===== config.mk =====
export PLATFORM = sky130hd
export DESIGN_NAME = dcqcn_rate_control
export DESIGN_NICKNAME = d
export VERILOG_FILES = /design/src/sv/dcqcn_rc_pkg.sv /design/src/sv/dcqcn_rc_cfg.sv /design/src/sv/dcqcn_rc_front.sv /design/src/sv/dcqcn_rc_back.sv /design/src/sv/dcqcn_rate_control.sv
export SDC_FILE = /design/constraint.sdc
export NUM_CORES = 2
export LEC_CHECK = 0
export BUFFER_PORTS_ARGS = -buffer_cell sky130_fd_sc_hd__buf_2
export CAP_MARGIN = 20
export CORE_MARGIN = 3
export CORE_UTILIZATION = 55
export CTS_BUF_LIST = sky130_fd_sc_hd__clkbuf_4
export DETAILED_ROUTE_END_ITERATION = 8
export GPL_ROUTABILITY_DRIVEN = 0
export HOLD_SLACK_MARGIN = 0.1
export PLACE_DENSITY = 0.75
export SETUP_SLACK_MARGIN = 0.02
export SYNTH_ARGS = -nofsm -noshare
export SYNTH_HDL_FRONTEND = slang
export SYNTH_SLANG_ARGS = --single-unit

===== constraint.sdc =====
create_clock -name i_clk -period 11.25 [get_ports i_clk]
set_input_delay 1.125 -clock i_clk [delete_from_list [all_inputs] [get_ports i_clk]]
set_output_delay 1.125 -clock i_clk [all_outputs]
set_load 0.005 [all_outputs]

===== src/sv/dcqcn_rc_pkg.sv =====
// shared types and constants for the dcqcn reaction-point rate controller
`default_nettype none

package dcqcn_rc_pkg;

    // q1.16 fixed point: this value stands for 1.0
    localparam logic [16:0] Q_ONE = 17'd65536;

    // width of the configuration write data and index
    localparam int CFG_DATA_W = 32;
    localparam int CFG_IDX_W  = 3;

    // configuration register indexes
    localparam logic [CFG_IDX_W-1:0] REG_GAIN_G         = 3'd0;
    localparam logic [CFG_IDX_W-1:0] REG_ADDITIVE_STEP  = 3'd1;
    localparam logic [CFG_IDX_W-1:0] REG_HYPER_STEP     = 3'd2;
    localparam logic [CFG_IDX_W-1:0] REG_BYTE_THRESHOLD = 3'd3;
    localparam logic [CFG_IDX_W-1:0] REG_STAGE_LIMIT    = 3'd4;
    localparam logic [CFG_IDX_W-1:0] REG_ALPHA_PERIOD   = 3'd5;
    localparam logic [CFG_IDX_W-1:0] REG_RATE_PERIOD    = 3'd6;

    // register reset values
    localparam logic [16:0] RST_GAIN_G         = 17'd4096;
    localparam logic [16:0] RST_ADDITIVE_STEP  = 17'd328;
    localparam logic [16:0] RST_HYPER_STEP     = 17'd655;
    localparam logic [31:0] RST_BYTE_THRESHOLD = 32'd10485760;
    localparam logic [7:0]  RST_STAGE_LIMIT    = 8'd5;
    localparam logic [15:0] RST_ALPHA_PERIOD   = 16'd55;
    localparam logic [15:0] RST_RATE_PERIOD    = 16'd55;

    // input op codes
    localparam logic [1:0] OP_PKT_SENT = 2'd0;
    localparam logic [1:0] OP_CNP      = 2'd1;
    localparam logic [1:0] OP_TICK     = 2'd2;

    // iteration counter ceiling
    localparam logic [7:0] ITER_MAX = 8'd255;

    // command queue between front and back
    localparam int Q_DEPTH = 2;
    localparam int Q_PTR_W = (Q_DEPTH > 1) ? $clog2(Q_DEPTH) : 1;
    localparam int Q_CNT_W = $clog2(Q_DEPTH + 1);

    // input word
    typedef struct packed {
        logic [1:0]  op;
        logic [15:0] payload_bytes;
    } t_in_word;

    // result word
    typedef struct packed {
        logic [16:0] rate_ratio;
        logic [16:0] target_ratio;
        logic [16:0] alpha_value;
        logic        rate_updated;
    } t_out_word;

    // decoded command kinds
    typedef enum logic [1:0] {
        CMD_PKT  = 2'd0,
        CMD_CNP  = 2'd1,
        CMD_TICK = 2'd2,
        CMD_NOP  = 2'd3
    } t_cmd_kind;

    typedef struct packed {
        t_cmd_kind   kind;
        logic [15:0] payload_bytes;
    } t_cmd;

    // configuration register set
    typedef struct packed {
        logic [16:0] gain_g;
        logic [16:0] additive_step;
        logic [16:0] hyper_step;
        logic [31:0] byte_threshold;
        logic [7:0]  stage_limit;
        logic [15:0] alpha_period;
        logic [15:0] rate_period;
    } t_cfg;

    // clamp a q1.16 value at one
    function automatic logic [16:0] clamp_one(input logic [16:0] v);
        clamp_one = (v > Q_ONE) ? Q_ONE : v;
    endfunction

    // saturating iteration increment
    function automatic logic [7:0] inc_sat(input logic [7:0] v);
        inc_sat = (v == ITER_MAX) ? ITER_MAX : v + 8'd1;
    endfunction

endpackage

`default_nettype wire


===== src/sv/dcqcn_rc_cfg.sv =====
// configuration register file of the rate controller
`default_nettype none

module dcqcn_rc_cfg (
    input  wire                                   i_clk,
    input  wire                                   i_rst_n,
    input  wire                                   i_cfg_we,
    input  wire  [dcqcn_rc_pkg::CFG_IDX_W-1:0]    i_cfg_idx,
    input  wire  [dcqcn_rc_pkg::CFG_DATA_W-1:0]   i_cfg_data,
    output dcqcn_rc_pkg::t_cfg                    o_cfg
);

    dcqcn_rc_pkg::t_cfg r_cfg;

    // register writes, unknown indexes dropped
    always_ff @(posedge i_clk) begin
        if (!i_rst_n) begin
            r_cfg.gain_g         <= dcqcn_rc_pkg::RST_GAIN_G;
            r_cfg.additive_step  <= dcqcn_rc_pkg::RST_ADDITIVE_STEP;
            r_cfg.hyper_step     <= dcqcn_rc_pkg::RST_HYPER_STEP;
            r_cfg.byte_threshold <= dcqcn_rc_pkg::RST_BYTE_THRESHOLD;
            r_cfg.stage_limit    <= dcqcn_rc_pkg::RST_STAGE_LIMIT;
            r_cfg.alpha_period   <= dcqcn_rc_pkg::RST_ALPHA_PERIOD;
            r_cfg.rate_period    <= dcqcn_rc_pkg::RST_RATE_PERIOD;
        end else if (i_cfg_we) begin
            unique case (i_cfg_idx)
                dcqcn_rc_pkg::REG_GAIN_G:         r_cfg.gain_g         <= i_cfg_data[16:0];
                dcqcn_rc_pkg::REG_ADDITIVE_STEP:  r_cfg.additive_step  <= i_cfg_data[16:0];
                dcqcn_rc_pkg::REG_HYPER_STEP:     r_cfg.hyper_step     <= i_cfg_data[16:0];
                dcqcn_rc_pkg::REG_BYTE_THRESHOLD: r_cfg.byte_threshold <= i_cfg_data[31:0];
                dcqcn_rc_pkg::REG_STAGE_LIMIT:    r_cfg.stage_limit    <= i_cfg_data[7:0];
                dcqcn_rc_pkg::REG_ALPHA_PERIOD:   r_cfg.alpha_period   <= i_cfg_data[15:0];
                dcqcn_rc_pkg::REG_RATE_PERIOD:    r_cfg.rate_period    <= i_cfg_data[15:0];
                default: begin
                end
            endcase
        end
    end

    assign o_cfg = r_cfg;

endmodule

`default_nettype wire


===== src/sv/dcqcn_rc_front.sv =====
// input side: op decode and the command queue toward the back end
`default_nettype none

module dcqcn_rc_front (
    input  wire                     i_clk,
    input  wire                     i_rst_n,
    input  wire                     i_in_valid,
    output logic                    o_in_ready,
    input  dcqcn_rc_pkg::t_in_word  i_in_data,
    output logic                    o_cmd_valid,
    output dcqcn_rc_pkg::t_cmd      o_cmd,
    input  wire                     i_cmd_pop
);

    dcqcn_rc_pkg::t_cmd                     r_q_mem [dcqcn_rc_pkg::Q_DEPTH];
    logic [dcqcn_rc_pkg::Q_PTR_W-1:0]       r_wr_ptr, n_wr_ptr;
    logic [dcqcn_rc_pkg::Q_PTR_W-1:0]       r_rd_ptr, n_rd_ptr;
    logic [dcqcn_rc_pkg::Q_CNT_W-1:0]       r_count;
    dcqcn_rc_pkg::t_cmd                     dec_cmd;
    logic                                   push;
    logic                                   pop;

    // classify the incoming word
    always_comb begin
        dec_cmd.payload_bytes = 16'd0;
        unique case (i_in_data.op)
            dcqcn_rc_pkg::OP_PKT_SENT: begin
                dec_cmd.kind          = dcqcn_rc_pkg::CMD_PKT;
                dec_cmd.payload_bytes = i_in_data.payload_bytes;
            end
            dcqcn_rc_pkg::OP_CNP:  dec_cmd.kind = dcqcn_rc_pkg::CMD_CNP;
            dcqcn_rc_pkg::OP_TICK: dec_cmd.kind = dcqcn_rc_pkg::CMD_TICK;
            default:               dec_cmd.kind = dcqcn_rc_pkg::CMD_NOP;
        endcase
    end

    assign o_in_ready  = (r_count != dcqcn_rc_pkg::Q_CNT_W'(dcqcn_rc_pkg::Q_DEPTH));
    assign push        = i_in_valid && o_in_ready;
    assign o_cmd_valid = (r_count != '0);
    assign pop         = i_cmd_pop && o_cmd_valid;
    assign o_cmd       = r_q_mem[r_rd_ptr];

    // pointer wrap
    always_comb begin
        n_wr_ptr = (r_wr_ptr == dcqcn_rc_pkg::Q_PTR_W'(dcqcn_rc_pkg::Q_DEPTH - 1))
                   ? '0 : r_wr_ptr + 1'b1;
        n_rd_ptr = (r_rd_ptr == dcqcn_rc_pkg::Q_PTR_W'(dcqcn_rc_pkg::Q_DEPTH - 1))
                   ? '0 : r_rd_ptr + 1'b1;
    end

    // queue control
    always_ff @(posedge i_clk) begin
        if (!i_rst_n) begin
            r_wr_ptr <= '0;
            r_rd_ptr <= '0;
            r_count  <= '0;
        end else begin
            if (push) begin
                r_wr_ptr <= n_wr_ptr;
            end
            if (pop) begin
                r_rd_ptr <= n_rd_ptr;
            end
            if (push && !pop) begin
                r_count <= r_count + 1'b1;
            end else if (pop && !push) begin
                r_count <= r_count - 1'b1;
            end
        end
    end

    // queue storage
    always_ff @(posedge i_clk) begin
        if (push) begin
            r_q_mem[r_wr_ptr] <= dec_cmd;
        end
    end

endmodule

`default_nettype wire


===== src/sv/dcqcn_rc_back.sv =====
// back end: rate, target and alpha updates plus the result register
`default_nettype none

module dcqcn_rc_back (
    input  wire                      i_clk,
    input  wire                      i_rst_n,
    input  dcqcn_rc_pkg::t_cfg       i_cfg,
    input  wire                      i_cmd_valid,
    input  dcqcn_rc_pkg::t_cmd       i_cmd,
    output logic                     o_cmd_pop,
    output logic                     o_out_valid,
    input  wire                      i_out_ready,
    output dcqcn_rc_pkg::t_out_word  o_out_data
);

    // controller state
    logic [16:0] r_rate,    n_rate;
    logic [16:0] r_target,  n_target;
    logic [16:0] r_alpha,   n_alpha;
    logic [31:0] r_bytes,   n_bytes;
    logic [7:0]  r_titer,   n_titer;
    logic [7:0]  r_biter,   n_biter;
    logic [15:0] r_acnt,    n_acnt;
    logic        r_aarmed,  n_aarmed;
    logic [15:0] r_rcnt,    n_rcnt;
    logic        upd;
    logic        do_ru;

    // result register
    logic                     r_out_valid;
    dcqcn_rc_pkg::t_out_word  r_out_data;

    // datapath terms
    logic [16:0] g_eff;
    logic [16:0] one_minus_g;
    logic [16:0] cut_factor;
    logic [33:0] alpha_prod;
    logic [33:0] rate_prod;
    logic [16:0] alpha_dec;
    logic [16:0] alpha_cnp;
    logic [16:0] rate_cut;
    logic [32:0] byte_sum;
    logic        byte_hit;
    logic        t_hi;
    logic        b_hi;
    logic [16:0] step;
    logic [17:0] tgt_sum;
    logic [16:0] tgt_new;
    logic [17:0] rate_sum;

    assign o_cmd_pop = i_cmd_valid && (!r_out_valid || i_out_ready);

    // shared multiplies: alpha scaled by (1 - g), rate scaled by (1 - alpha/2)
    always_comb begin
        g_eff       = dcqcn_rc_pkg::clamp_one(i_cfg.gain_g);
        one_minus_g = dcqcn_rc_pkg::Q_ONE - g_eff;
        cut_factor  = dcqcn_rc_pkg::Q_ONE - {1'b0, r_alpha[16:1]};
        alpha_prod  = {17'd0, r_alpha} * {17'd0, one_minus_g};
        rate_prod   = {17'd0, r_rate} * {17'd0, cut_factor};
        alpha_dec   = alpha_prod[32:16];
        alpha_cnp   = alpha_dec + g_eff;
        rate_cut    = rate_prod[32:16];
        byte_sum    = {1'b0, r_bytes} + {17'd0, i_cmd.payload_bytes};
        byte_hit    = (byte_sum >= {1'b0, i_cfg.byte_threshold});
    end

    // per-command state update
    always_comb begin
        n_rate   = r_rate;
        n_target = r_target;
        n_alpha  = r_alpha;
        n_bytes  = r_bytes;
        n_titer  = r_titer;
        n_biter  = r_biter;
        n_acnt   = r_acnt;
        n_aarmed = r_aarmed;
        n_rcnt   = r_rcnt;
        upd      = 1'b0;
        do_ru    = 1'b0;
        t_hi     = 1'b0;
        b_hi     = 1'b0;
        step     = 17'd0;
        tgt_sum  = 18'd0;
        tgt_new  = 17'd0;
        rate_sum = 18'd0;

        unique case (i_cmd.kind)
            dcqcn_rc_pkg::CMD_PKT: begin
                if (byte_hit) begin
                    n_bytes = 32'd0;
                    n_biter = dcqcn_rc_pkg::inc_sat(r_biter);
                    do_ru   = 1'b1;
                end else begin
                    n_bytes = byte_sum[31:0];
                end
            end
            dcqcn_rc_pkg::CMD_CNP: begin
                n_target = r_rate;
                n_rate   = rate_cut;
                n_alpha  = alpha_cnp;
                n_acnt   = i_cfg.alpha_period;
                n_aarmed = 1'b1;
                n_rcnt   = i_cfg.rate_period;
                n_bytes  = 32'd0;
                n_titer  = 8'd0;
                n_biter  = 8'd0;
                upd      = 1'b1;
            end
            dcqcn_rc_pkg::CMD_TICK: begin
                // alpha timer first, then the rate timer
                if (r_aarmed) begin
                    if (r_acnt <= 16'd1) begin
                        n_alpha = alpha_dec;
                        n_acnt  = i_cfg.alpha_period;
                    end else begin
                        n_acnt = r_acnt - 16'd1;
                    end
                end
                if (r_rcnt <= 16'd1) begin
                    n_titer = dcqcn_rc_pkg::inc_sat(r_titer);
                    n_rcnt  = i_cfg.rate_period;
                    do_ru   = 1'b1;
                end else begin
                    n_rcnt = r_rcnt - 16'd1;
                end
            end
            default: begin
            end
        endcase

        // rate update: recovery, additive or hyper increase of the target
        if (do_ru) begin
            t_hi = (n_titer > i_cfg.stage_limit);
            b_hi = (n_biter > i_cfg.stage_limit);
            if (t_hi && b_hi) begin
                step = dcqcn_rc_pkg::clamp_one(i_cfg.hyper_step);
            end else if (t_hi || b_hi) begin
                step = dcqcn_rc_pkg::clamp_one(i_cfg.additive_step);
            end
            tgt_sum  = {1'b0, r_target} + {1'b0, step};
            tgt_new  = (tgt_sum > {1'b0, dcqcn_rc_pkg::Q_ONE}) ? dcqcn_rc_pkg::Q_ONE
                                                                 : tgt_sum[16:0];
            rate_sum = {1'b0, tgt_new} + {1'b0, r_rate};
            n_target = tgt_new;
            n_rate   = rate_sum[17:1];
            upd      = 1'b1;
        end
    end

    // state registers
    always_ff @(posedge i_clk) begin
        if (!i_rst_n) begin
            r_rate   <= dcqcn_rc_pkg::Q_ONE;
            r_target <= dcqcn_rc_pkg::Q_ONE;
            r_alpha  <= dcqcn_rc_pkg::Q_ONE;
            r_bytes  <= 32'd0;
            r_titer  <= 8'd0;
            r_biter  <= 8'd0;
            r_acnt   <= 16'd0;
            r_aarmed <= 1'b0;
            r_rcnt   <= dcqcn_rc_pkg::RST_RATE_PERIOD;
        end else if (o_cmd_pop) begin
            r_rate   <= n_rate;
            r_target <= n_target;
            r_alpha  <= n_alpha;
            r_bytes  <= n_bytes;
            r_titer  <= n_titer;
            r_biter  <= n_biter;
            r_acnt   <= n_acnt;
            r_aarmed <= n_aarmed;
            r_rcnt   <= n_rcnt;
        end
    end

    // result word valid
    always_ff @(posedge i_clk) begin
        if (!i_rst_n) begin
            r_out_valid <= 1'b0;
        end else if (o_cmd_pop) begin
            r_out_valid <= 1'b1;
        end else if (i_out_ready) begin
            r_out_valid <= 1'b0;
        end
    end

    // result word payload
    always_ff @(posedge i_clk) begin
        if (o_cmd_pop) begin
            r_out_data.rate_ratio   <= n_rate;
            r_out_data.target_ratio <= n_target;
            r_out_data.alpha_value  <= n_alpha;
            r_out_data.rate_updated <= upd;
        end
    end

    assign o_out_valid = r_out_valid;
    assign o_out_data  = r_out_data;

endmodule

`default_nettype wire


===== src/sv/dcqcn_rate_control.sv =====
// top level of the dcqcn reaction-point rate controller
//
//   port group   dir   handshake              word
//   i_in_*       in    i_in_valid/o_in_ready  t_in_word (op, payload_bytes)
//   o_out_*      out   o_out_valid/i_out_ready t_out_word (rate, target, alpha, flag)
//   i_cfg_*      in    i_cfg_we, no wait      index i_cfg_idx, data i_cfg_data
//
// one word per cycle sustained while i_out_ready drains the result register; an accepted
// word enters the queue, and its pop writes state and result register together (pops wait on stall).
// the update of rate, target and alpha is combinational between the state registers: one 17x17 multiply
// per product, then a truncating shift, so every word sees the previous one's state.
// a two-entry queue parts input and back end; the result register holds under stall.
// synchronous active-low reset brings full rate, alpha one and the rate timer armed.
`default_nettype none

module dcqcn_rate_control (
    input  wire                                   i_clk,
    input  wire                                   i_rst_n,
    input  wire                                   i_in_valid,
    output logic                                  o_in_ready,
    input  dcqcn_rc_pkg::t_in_word                i_in_data,
    output logic                                  o_out_valid,
    input  wire                                   i_out_ready,
    output dcqcn_rc_pkg::t_out_word               o_out_data,
    input  wire                                   i_cfg_we,
    input  wire  [dcqcn_rc_pkg::CFG_IDX_W-1:0]    i_cfg_idx,
    input  wire  [dcqcn_rc_pkg::CFG_DATA_W-1:0]   i_cfg_data
);

    dcqcn_rc_pkg::t_cfg  cfg;
    dcqcn_rc_pkg::t_cmd  cmd;
    logic                cmd_valid;
    logic                cmd_pop;

    // configuration registers
    dcqcn_rc_cfg u_cfg (
        .i_clk      (i_clk),
        .i_rst_n    (i_rst_n),
        .i_cfg_we   (i_cfg_we),
        .i_cfg_idx  (i_cfg_idx),
        .i_cfg_data (i_cfg_data),
        .o_cfg      (cfg)
    );

    // decode and queue
    dcqcn_rc_front u_front (
        .i_clk       (i_clk),
        .i_rst_n     (i_rst_n),
        .i_in_valid  (i_in_valid),
        .o_in_ready  (o_in_ready),
        .i_in_data   (i_in_data),
        .o_cmd_valid (cmd_valid),
        .o_cmd       (cmd),
        .i_cmd_pop   (cmd_pop)
    );

    // rate update engine
    dcqcn_rc_back u_back (
        .i_clk       (i_clk),
        .i_rst_n     (i_rst_n),
        .i_cfg       (cfg),
        .i_cmd_valid (cmd_valid),
        .i_cmd       (cmd),
        .o_cmd_pop   (cmd_pop),
        .o_out_valid (o_out_valid),
        .i_out_ready (i_out_ready),
        .o_out_data  (o_out_data)
    );

endmodule

`default_nettype wire

==> summary.md <==
| Metric | Value |
|---|---|
| R2r setup slk | 0.27 ns |
| Hold Crit Start | i_in_data[17] |
| Gr ovfl total | 0 |
| GRT Total Usage | 28.7% |
| Antenna violations before repair | 4 |
| Number of H-tree levels | 3 |
| Placed cell area | 40,300 sq um |
| Cts hold-fix bufs | 0 |
| Clock skew | 0.101 ns |
| Core area | 69,100 sq um |
| CP max FO | 6 |
| DIE HEIGHT | 271 um |
| Max_slew headroom | 21.9% |
| Setup TNS | 0 ns |
| First-pass GRT wire length | 170 mm |
| Final Instance Area | 42,200 sq um |
| Clock latency at the later pin of the worst-skew pair | 0.89 ns |
| Worst hold path endpoint | u_front.r_q_mem[1][17] |
| Run status | completed |
| CP Class | register to register |
| Clock buffer depth | 3 |
| # fillers | 5,958 |
| Final min period | 10.98 ns |
| Reg2reg end | u_back.o_out_data[50] |
| TritonRoute pass-1 iters | 6 |
| Crit-path max cell delay | 0.40 ns |
| Worst r2r path cells | 56 |
| Post-Syn Area | 38,600 sq um |
| Netlist cell types | 97 |
| DR iter-0 viols | 2,534 |
| Type of origin of the critical path | register |
| Syn Inst Count | 4,577 |
| Slowest-stage cell, CP | a311o_1 |
| Largest net degree at the start of global routing | 88 |
| DRC | 0 |
| Register area | 7870 sq um |
| EDFF count, synth | 88 |
| Routed WL | 106 mm |
| Via count | 33,100 |
| Mean Syn Cell Area | 8.43 sq um |
| Area of the multi-input gates | 27,900 sq um |
| Worst slew pin tran | 1.17 ns |
| Syn. warnings | 0 |
| Hold Path Class | input pin to register |
| Peak Freq | 0.0911 GHz |
| Worst Setup End Kind | register |
| Final period utilization | 97.6% |
| Share of post-route cells with drive strength above 1 | 11.7% |
| Initial Util | 55.9% |
| RSZ-0062 raised after global routing | yes |
| CTS tree | yes |
| CTS root buffer | clkbuf_4 |
| Row count | 96 |
| CP arrival | 11.51 ns |
| Async SR Flop Fraction | 0% |
| Clk slew on worst S/H paths | 0.07 ns |
| Max_cap viols | 0 |
| Num CTS Buffers | 89 |
| WP data required | 11.78 ns |
| Clock sinks | 349 |
| Routed len/inst | 18.6 um |
| Hold Path Cell Cnt | 1 |
| Vias/cell | 5.81 |
| Die Wd | 271 um |
| Yosys reg bits | 349 |
| I/O pins | 112 |
| Final #Nets | 5,522 |
| Sequential element share of the synthesized area | 20.4% |
| Post-Syn Nets | 5,410 |
| I/O Buffers | 111 |
| Top FF cell, synth | dfxtp_1 |
| HPWL after DPL | 77.1 mm |
| # setup viols final | 0 |
| Die area | 73,400 sq um |
| Final Hold Violating Endpoints | 0 |
| Final slew viol count | 0 |
| Antenna viol nets, final | 0 |
| Area Overhead vs Synth | 9.35% |
| Number of global-route vias before repair | 32,700 |
==> synth_stat cells (35+ instances only) <==
| cell type | number | area [sq um] |
|---|---|---|
| fa_1 | 446 | 8930 |
| nand3_1 | 96 | 480 |
| and2_1 | 183 | 1140 |
| nor2_1 | 171 | 642 |
| o21ai_0 | 139 | 696 |
| and3_1 | 35 | 219 |
| xnor2_1 | 86 | 753 |
| nand2_1 | 843 | 3160 |
| ha_1 | 329 | 4120 |
| a21oi_1 | 301 | 1510 |
| a21o_1 | 41 | 308 |
| edfxtp_1 | 88 | 2640 |
| nor3_1 | 61 | 305 |
| xor2_1 | 39 | 342 |
| inv_1 | 608 | 2280 |
| nor2b_1 | 43 | 269 |
| clkbuf_1 | 215 | 807 |
| o21a_1 | 36 | 270 |
| dfxtp_1 | 261 | 5230 |
==> critical path, delay by kind of cell (launching register included) <==
family	cells	cell delay [ns]
AOI/OAI and AO/OA	33	6.07
xor gates and xnor gates	3	0.64
adders and majority gates	7	1.77
buffers and inverters	5	0.59
DFF	1	0.36
muxes	1	0.21
and+or+nand+nor	7	1.01
==> flip-flops by register name, indices dropped and copies added, names as in the netlist, named ones only <==
register / cells
u_back.r_acnt: 16
u_cfg.o_cfg: 123
u_front.r_count: 2
u_back.r_titer: 8
u_back.r_rcnt: 16
u_back.o_out_data: 52
u_back.r_target: 17
u_back.r_rate: 17
u_back.o_out_valid: 1
u_back.r_biter: 8
u_front.r_wr_ptr: 1
u_back.r_alpha: 17
u_back.r_aarmed: 1
u_front.r_rd_ptr: 1
u_back.r_bytes: 32
u_front.r_q_mem: 36
==> cells in the final DEF, fill, tap and decap left out, types with 24 or more instances in the layout <==
master    instances
nand2_1         842
inv_1           606
fa_1            444
ha_1            312
a21oi_1         290
dfxtp_1         260
and2_1          182
nor2_1          168
buf_4           142
clkbuf_4        132
o21ai_0         129
buf_2           112
nand3_1          92
edfxtp_1         88
xnor2_1          81
nor3_1           58
nor2b_1          42
a21o_1           41
xor2_1           39
o21a_1           36
and3_1           35
nand2b_1         32
nor4_1           31
nand4_1          31
o211ai_1         26
mux2i_1          26
a22o_1           24
==> how the worst max path moves through the flow <==
stage	start	end	slack (ns)	cells past startpoint
2_1_floorplan	register	u_back.o_out_data[50]	0.02	60
3_3_place_gp	register	u_back.o_out_data[50]	0.16	54
3_5_place_dp	register	u_back.o_out_data[50]	-0.04	54
4_1_cts	register	u_back.o_out_data[50]	0.02	57
5_1_grt	register	u_back.o_out_data[50]	-0.27	56
6_report	register	u_back.o_out_data[50]	0.27	56
==> per-layer routing <==
| metal | global-route usage (%) | wire length [um] |
|---|---|---|
| met2 | 47.1 | 49400 |
| met3 | 5.78 | 9570 |
| met1 | 37.9 | 43300 |
| met4 | 9.70 | 3570 |
| met5 | 0 | 13 |
==> area by class of cell <==
type / instances / share of cell area (%)
inverters: 612 / 5.46
diodes: 5 / 0.0297
clock buffers: 132 / 2.35
flip-flops and latches: 349 / 18.7
clock inverters: 31 / 0.415
repair buffers: 262 / 4.12
well taps: 931 / 2.76
multi-input cells: 3375 / 66.2
==> what timing repair did <==
action	CTS	global route
cloned	0	1
resized for setup	5	88
setup endpoints to repair	10	28
pin swaps	12	51
buffers inserted	4	22
==> per-stage QoR <==
stage                     instances  setup WS, ns  utilization [%]  hold slack (ns)
after global placement         5497         0.164             58.3            0.440
after CTS                      5666        0.0162             60.1            0.372
after floorplan                4577        0.0230                -            0.433
after global routing           5696        -0.272             61.1            0.403
final                          5697         0.273             61.1            0.440
after detailed placement       5499       -0.0410             58.4            0.447
==> cells by family after synthesis <==
group,Yosys count,share of synthesized area (%)
simple gates,1588,18.9
buf+inv,853,8.51
compound gates,830,14.0
fa+ha+maj,775,33.8
flops,349,20.4
xor+xnor,126,2.88
mux,56,1.55
Power is not shown: default switching activity piles up to over one toggle a cycle in this logic, so the estimate is an artifact.
